File: src/rtl/graph_depth_first_search_assert.svh
// Assertion macros shared by the depth-first search block.
`ifndef GRAPH_DEPTH_FIRST_SEARCH_ASSERT_SVH
`define GRAPH_DEPTH_FIRST_SEARCH_ASSERT_SVH

// ante holds in a cycle -> cons holds in the same cycle
`define GDFS_ASSERT_IMPLY(label, ante, cons, msg) \
    label: assert property (@(posedge clk) disable iff (!rst_n) (ante) |-> (cons)) \
        else $error(msg);

// cond holds in every cycle out of reset
`define GDFS_ASSERT_ALWAYS(label, cond, msg) \
    `GDFS_ASSERT_IMPLY(label, 1'b1, cond, msg)

`endif

File: src/rtl/gdfs_pkg.sv
// Types and constants of the depth-first search block.
`timescale 1ns / 1ps

package gdfs_pkg;

    localparam int VTX_W         = 4;
    localparam int NUM_VERTICES  = 1 << VTX_W;
    localparam int CNT_W         = $clog2(NUM_VERTICES + 1);
    localparam int CFG_W         = 5;
    localparam int CFG_RESET     = 16;
    localparam int STACK_DEPTH   = 256;
    localparam int STACK_ADDR_W  = $clog2(STACK_DEPTH);
    localparam int LVL_W         = $clog2(STACK_DEPTH + 1);
    localparam int APB_ADDR_W    = 3;
    localparam int APB_DATA_W    = 32;

    localparam logic [1:0] ACT_CLEAR  = 2'd0;
    localparam logic [1:0] ACT_ADD    = 2'd1;
    localparam logic [1:0] ACT_SEARCH = 2'd2;

    localparam logic REG_VERTEX_COUNT = 1'b0;

    typedef struct packed {
        logic [1:0]       action;
        logic [VTX_W-1:0] vertex_a;
        logic [VTX_W-1:0] vertex_b;
    } cmd_beat_t;

    typedef struct packed {
        logic [VTX_W-1:0] visited_vertex;
        logic             last;
        logic             overflow;
    } res_beat_t;

    typedef enum logic [2:0] {
        ST_IDLE,
        ST_POP,
        ST_POP_WAIT,
        ST_SCAN,
        ST_FINISH
    } gdfs_state_t;

endpackage

File: src/rtl/graph_depth_first_search.sv
// Depth-first search over a bit adjacency matrix, one sequencer with a stack memory.
// Clear and add-edge beats are applied from ST_IDLE; the block is ready again on the next cycle.
// Search: the accept pushes the start vertex; each pop passes ST_POP and ST_POP_WAIT, each
// visited vertex scans min(vertex_count, 16) row bits in ST_SCAN, and ST_FINISH sends the last
// beat; output stalls can hold the search. One item at a time; results stream out while it runs.
// Reset (rst_n low, async) clears matrix, marks and stack level; vertex_count is 16.
`timescale 1ns / 1ps
`include "graph_depth_first_search_assert.svh"

module graph_depth_first_search
    import gdfs_pkg::*;
(
    input  logic                  clk,
    input  logic                  rst_n,
    input  logic                  cmd_valid,
    output logic                  cmd_stall,
    input  cmd_beat_t             cmd,
    output logic                  res_valid,
    input  logic                  res_stall,
    output res_beat_t             res,
    input  logic                  psel,
    input  logic                  penable,
    input  logic                  pwrite,
    input  logic [APB_ADDR_W-1:0] paddr,
    input  logic [APB_DATA_W-1:0] pwdata,
    output logic [APB_DATA_W-1:0] prdata,
    output logic                  pready
);

    gdfs_state_t                  state_reg, state_next;
    logic [NUM_VERTICES-1:0]      adj_reg [NUM_VERTICES];
    logic [NUM_VERTICES-1:0]      adj_next [NUM_VERTICES];
    logic [NUM_VERTICES-1:0]      marks_reg, marks_next;
    logic [NUM_VERTICES-1:0]      row_reg, row_next;
    logic [LVL_W-1:0]             level_reg, level_next;
    logic [CNT_W-1:0]             w_reg, w_next;
    logic [VTX_W-1:0]             pend_vertex_reg, pend_vertex_next;
    logic                         pend_valid_reg, pend_valid_next;
    logic                         ovf_reg, ovf_next;
    logic                         out_valid_reg, out_valid_next;
    res_beat_t                    out_data_reg, out_data_next;
    logic [CFG_W-1:0]             vertex_count_reg;

    logic [VTX_W-1:0]             stack_mem [STACK_DEPTH];
    logic [VTX_W-1:0]             pop_data_reg;
    logic                         push_en, pop_en;
    logic [STACK_ADDR_W-1:0]      push_addr, pop_addr;
    logic [VTX_W-1:0]             push_data;
    logic [LVL_W-1:0]             level_dec;

    logic                         out_free;
    logic [CNT_W-1:0]             n_eff;
    logic                         cfg_write;

    // register port
    assign pready    = 1'b1;
    assign cfg_write = psel && penable && pwrite && (paddr[2] == REG_VERTEX_COUNT);
    assign prdata    = (paddr[2] == REG_VERTEX_COUNT)
                     ? {{(APB_DATA_W-CFG_W){1'b0}}, vertex_count_reg} : '0;

    always_ff @(posedge clk or negedge rst_n)
    begin
        if (!rst_n)
        begin
            vertex_count_reg <= CFG_W'(CFG_RESET);
        end
        else if (cfg_write)
        begin
            vertex_count_reg <= pwdata[CFG_W-1:0];
        end
    end

    assign n_eff = (vertex_count_reg > CFG_W'(NUM_VERTICES))
                 ? CNT_W'(NUM_VERTICES) : CNT_W'(vertex_count_reg);

    // stack memory
    always_ff @(posedge clk)
    begin
        if (push_en)
        begin
            stack_mem[push_addr] <= push_data;
        end
        if (pop_en)
        begin
            pop_data_reg <= stack_mem[pop_addr];
        end
    end

    assign cmd_stall = (state_reg != ST_IDLE);
    assign res_valid = out_valid_reg;
    assign res       = out_data_reg;
    assign out_free  = !out_valid_reg || !res_stall;
    assign level_dec = level_reg - 1'b1;

    always_ff @(posedge clk or negedge rst_n)
    begin
        if (!rst_n)
        begin
            state_reg      <= ST_IDLE;
            marks_reg      <= '0;
            level_reg      <= '0;
            w_reg          <= '0;
            pend_valid_reg <= 1'b0;
            ovf_reg        <= 1'b0;
            out_valid_reg  <= 1'b0;
            for (int i = 0; i < NUM_VERTICES; i++)
            begin
                adj_reg[i] <= '0;
            end
        end
        else
        begin
            state_reg      <= state_next;
            marks_reg      <= marks_next;
            level_reg      <= level_next;
            w_reg          <= w_next;
            pend_valid_reg <= pend_valid_next;
            ovf_reg        <= ovf_next;
            out_valid_reg  <= out_valid_next;
            for (int i = 0; i < NUM_VERTICES; i++)
            begin
                adj_reg[i] <= adj_next[i];
            end
        end
    end

    always_ff @(posedge clk)
    begin
        row_reg         <= row_next;
        pend_vertex_reg <= pend_vertex_next;
        out_data_reg    <= out_data_next;
    end

    always_comb
    begin
        state_next       = state_reg;
        marks_next       = marks_reg;
        row_next         = row_reg;
        level_next       = level_reg;
        w_next           = w_reg;
        pend_vertex_next = pend_vertex_reg;
        pend_valid_next  = pend_valid_reg;
        ovf_next         = ovf_reg;
        out_valid_next   = out_valid_reg && res_stall;
        out_data_next    = out_data_reg;
        push_en          = 1'b0;
        pop_en           = 1'b0;
        push_addr        = level_reg[STACK_ADDR_W-1:0];
        pop_addr         = level_dec[STACK_ADDR_W-1:0];
        push_data        = w_reg[VTX_W-1:0];
        for (int i = 0; i < NUM_VERTICES; i++)
        begin
            adj_next[i] = adj_reg[i];
        end

        unique case (state_reg)
            ST_IDLE:
            begin
                if (cmd_valid)
                begin
                    unique case (cmd.action)
                        ACT_CLEAR:
                        begin
                            for (int i = 0; i < NUM_VERTICES; i++)
                            begin
                                adj_next[i] = '0;
                            end
                        end
                        ACT_ADD:
                        begin
                            adj_next[cmd.vertex_a][cmd.vertex_b] = 1'b1;
                            adj_next[cmd.vertex_b][cmd.vertex_a] = 1'b1;
                        end
                        ACT_SEARCH:
                        begin
                            push_en         = 1'b1;
                            push_addr       = '0;
                            push_data       = cmd.vertex_a;
                            level_next      = LVL_W'(1);
                            marks_next      = '0;
                            pend_valid_next = 1'b0;
                            ovf_next        = 1'b0;
                            state_next      = ST_POP;
                        end
                        default:
                        begin
                        end
                    endcase
                end
            end
            ST_POP:
            begin
                if (level_reg == '0)
                begin
                    state_next = ST_FINISH;
                end
                else
                begin
                    pop_en     = 1'b1;
                    level_next = level_dec;
                    state_next = ST_POP_WAIT;
                end
            end
            ST_POP_WAIT:
            begin
                if (marks_reg[pop_data_reg])
                begin
                    state_next = ST_POP;
                end
                else if (!pend_valid_reg || out_free)
                begin
                    if (pend_valid_reg)
                    begin
                        out_valid_next               = 1'b1;
                        out_data_next.visited_vertex = pend_vertex_reg;
                        out_data_next.last           = 1'b0;
                        out_data_next.overflow       = 1'b0;
                    end
                    marks_next[pop_data_reg] = 1'b1;
                    pend_vertex_next         = pop_data_reg;
                    pend_valid_next          = 1'b1;
                    row_next                 = adj_reg[pop_data_reg];
                    w_next                   = '0;
                    state_next               = ST_SCAN;
                end
            end
            ST_SCAN:
            begin
                if (w_reg >= n_eff)
                begin
                    state_next = ST_POP;
                end
                else
                begin
                    w_next = w_reg + 1'b1;
                    if (row_reg[w_reg[VTX_W-1:0]] && !marks_reg[w_reg[VTX_W-1:0]])
                    begin
                        if (level_reg == LVL_W'(STACK_DEPTH))
                        begin
                            ovf_next   = 1'b1;
                            state_next = ST_FINISH;
                        end
                        else
                        begin
                            push_en    = 1'b1;
                            level_next = level_reg + 1'b1;
                        end
                    end
                end
            end
            ST_FINISH:
            begin
                if (out_free)
                begin
                    out_valid_next               = 1'b1;
                    out_data_next.visited_vertex = pend_vertex_reg;
                    out_data_next.last           = 1'b1;
                    out_data_next.overflow       = ovf_reg;
                    pend_valid_next              = 1'b0;
                    level_next                   = '0;
                    state_next                   = ST_IDLE;
                end
            end
            default:
            begin
                state_next = ST_IDLE;
            end
        endcase
    end

    `GDFS_ASSERT_ALWAYS(a_level_bound, level_reg <= LVL_W'(STACK_DEPTH), "stack level past depth")
    `GDFS_ASSERT_IMPLY(a_ovf_last, out_valid_reg && out_data_reg.overflow, out_data_reg.last, "overflow without last")
    `GDFS_ASSERT_IMPLY(a_pend_marked, pend_valid_reg, marks_reg[pend_vertex_reg], "pending vertex not marked")
    `GDFS_ASSERT_IMPLY(a_scan_bound, state_reg == ST_SCAN, w_reg <= CNT_W'(NUM_VERTICES), "scan index out of range")

endmodule
File: config.mk
export PLATFORM = sky130hd
export DESIGN_NAME = graph_depth_first_search
export DESIGN_NICKNAME = d
export VERILOG_FILES = /design/src/rtl/gdfs_pkg.sv /design/src/rtl/graph_depth_first_search.sv
export VERILOG_INCLUDE_DIRS = /design/src /design/src/rtl
export SDC_FILE = /design/constraint.sdc
export NUM_CORES = 2
export LEC_CHECK = 0
export ABC_AREA = 1
export BUFFER_PORTS_ARGS = -buffer_cell sky130_fd_sc_hd__clkbuf_2
export CAP_MARGIN = 20
export CORE_MARGIN = 2
export CORE_UTILIZATION = 35
export CTS_CLUSTER_SIZE = 10
export DETAILED_ROUTE_END_ITERATION = 12
export SLEW_MARGIN = 20
export SYNTH_ARGS = -nofsm -noshare
export SYNTH_HDL_FRONTEND = slang
export SYNTH_SLANG_ARGS = --single-unit
File: constraint.sdc
create_clock -name clk -period 13.2 [get_ports clk]
set_input_delay 1.32 -clock clk [delete_from_list [all_inputs] [get_ports clk]]
set_output_delay 1.32 -clock clk [all_outputs]
set_load 0.02 [all_outputs]
==> flow_summary.ini <==
[outcome]
outcome = completed

[power]
p_leak_uw = 0.02520
max-vdd-ir-drop_v = 0.0001861
p_per_area_mw_per_mm2 = 237.5

[floorplanning]
io-pin-count = 93
dieHeight_um = 417.5
fp.dieW_um = 417.5
floorplan.rows = 151
die_area_mm2 = 0.1743
core_area_mm2 = 0.1697
start_util_pct = 35.27

[drt]
drtAntennaViolNets = 0
via_per_inst = 5.194
drc = 0
drtIter0Drc = 5017
num_vias = 42540
wl_per_cell_um = 19.68
drt_wl_total_mm = 161.2
dr.pass1.iters = 9

[critical_path]
crit_path_start_kind = flop
worstPathRequired_ns = 13.71
crit_fanout = 161
worstPathArrival_ns = 6.44
worstSetupPathType = reg -> reg
crit_path_end_kind = flop

[final_layout]
nets = 5971
nFillCells = 16510
largest_reg_flops = 1024
syn2layout_area_growth_pct = 10.66
fin_cells = 8190
post-route-util_pct = 39.03
drive_gt1_share_pct = 5.928
finalInstanceArea_mm2 = 0.06622
n_antenna_cell = 0

[timing]
worst_slew_pin_slew_ns = 1.121
finalHoldViolCount = 0
rsz0062_at_grt = no
skew_ns = 0.02646
period_minus_slack_ns = 5.935
setup_viol_count_final = 0
fin_crit_sh_pct = 44.97
fmax_ghz = 0.1685
drv_slew = 0
relSlewSlack_pct = 25.28

[logic_synthesis]
async_flop_share_pct = 21.98
avgSynthCellArea_um2 = 9.931
netlist_area_mm2 = 0.05985
synth-edff-count = 1054
yosysWarnings = 0
ys_seq_area_share_pct = 65.31
postSynthCellCount = 6026
synth_seq_cells = 1351
dominantRegCellSynth = edfxtp_1
synth.distinct_cells = 46

[placement]
routabilityCongestion = 0.8575
portBuffers = 35
dp_hpwl_mm = 92.48
place_area_mm2 = 0.06185
dp.cells = 7972

[global_routing]
grt_pass1_wl_mm = 246.5
grt_pass1_vias = 41080
grt.total_usage_pct = 18.24
grt_overflow = 0
antenna_found_initial = 3
grt_max_degree = 243

[clock_network]
ctsHtreeMaxLevel = 4
cts_tree = done
post-cts-setup-buffer-count = 0
cts_root_buf = clkbuf_16
clockBufferDepth = 3
insertion_delay_ns = 0.77
clk_pin_slew_ns = 0.06
cts_buffers = 155
cts_hold_buf = 0
cts.repair.resized = 0
numClockSinks = 1351

[hold_path]
worst_hold_path_type = reg -> reg

[run]
maxCapViolations = 0
-- where the power goes --
part           switching, uW  leakage [uW]  internal, uW  total (uW)
registers                251        0.0136          5270        5520
logic                   4660       0.00947          1700        6370
clock network           1640       0.00212          2210        3840
-- cells in the mapped netlist, drive strengths merged (3+ instances only) --
library cell	instances	share of area, %
clkinv	4	0.025
inv	555	3.5
a31oi	9	0.094
nor2	920	5.9
nand3b	3	0.038
buf	165	1.5
clkbuf	239	1.5
o221ai	60	0.88
o22ai	38	0.40
or2	3	0.031
edfxtp	1054	53
ha	8	0.17
o21ai	313	2.6
nand3	615	5.4
o211ai	58	0.73
xnor2	3	0.044
xor2	7	0.11
nand2	1290	8.1
dfrtp	296	12
nor3	9	0.12
a22oi	76	0.95
a21oi	269	2.2
nand4	22	0.23
-- final timing paths --
check,from,to,slack [ns],cells past startpoint
setup / recovery,level_reg[0],pop_data_reg[1],7.26,14
hold / removal,pend_vertex_reg[2],res[4],0.43,0
setup reg to reg,level_reg[0],pop_data_reg[1],7.26,14
hold reg to reg,pend_vertex_reg[2],res[4],0.43,0
max in group asynchronous,rst_n,adj_reg[25],11.13,2
min in group asynchronous,rst_n,adj_reg[243],0.66,1
-- per-stage QoR --
stage	worst slack [ns]	total power [uW]	hold WS [ns]	setup TNS, ns
2_1_floorplan	-0.6389	9905	0.4003	-654.27
3_3_place_gp	7.316	11850	0.4110	0
3_5_place_dp	7.291	11910	0.4107	0
4_1_cts	7.274	15760	0.4284	0
5_1_grt	6.793	16620	0.4352	0
6_report	7.265	15730	0.4258	0
-- metal layers --
metal  track usage, %  routed length [um]  vias up
met4            6.009                4513        0
li1                 -                   -    19960
met5                0                   0        -
met2            29.57               75050     1673
met1            25.04               69920    20640
met3            2.822               11690      271
-- cell families (layout without fill, tap and decap cells) --
family | after synthesis | after routing | synth area share (%)
and+or+nand+nor | 2863 | 2863 | 19.85
xor gates and xnor gates | 10 | 10 | 0.1589
buffers and inverters | 963 | 883 | 6.502
other | 2 | 28 | 0.01255
DFF | 1351 | 1351 | 65.31
adders and majority gates | 8 | 8 | 0.1673
AOI/OAI and AO/OA | 829 | 829 | 8.001
-- placed cells by master, fill, tap and decap left out, drive strengths merged --
cell type,netlist,final
nand2,1290,1290
edfxtp,1054,1054
nor2,920,920
nand3,615,615
inv,555,565
o21ai,313,313
dfrtp,296,296
a21oi,269,269
clkbuf,239,238
a22oi,76,76
buf,165,72
o221ai,60,60
o211ai,58,58
o22ai,38,38
conb,2,28
nand4,22,22
a31oi,9,9
nor3,9,9
ha,8,8
clkinv,4,7
xor2,7,7
nand3b,3,3
or2,3,3
xnor2,3,3
o21a,2,2
a32oi,2,2
o41ai,1,1
and3,1,1
o32ai,1,1
bufinv,0,1
dfstp,1,1
-- layout make-up --
cell class / instances / area, um2 / share of cell area, %
inverters: 559 / 2118 / 3.199
clock buffers: 204 / 4158 / 6.278
multi-input cells: 3738 / 17120 / 25.85
repair buffers: 106 / 759.5 / 1.147
clock inverters: 14 / 209.0 / 0.3155
well taps: 2218 / 2775 / 4.191
flip-flops and latches: 1351 / 39090 / 59.02
-- critical path, cell delays in order, from the launching register on --
cell and delay [ns]:
dfrtp_4 1.00, inv_8 0.39, ha_4 0.56, inv_8 0.71
buf_4 0.70, buf_4 0.81, nor2_1 0.11, o21ai_0 0.12
nand3_1 0.12, nand3_1 0.16, nand3_1 0.15, nand3_1 0.13
nand3_1 0.25, nand3_1 0.15, nand2_1 0.12
Power figures use the tool's default switching activity.
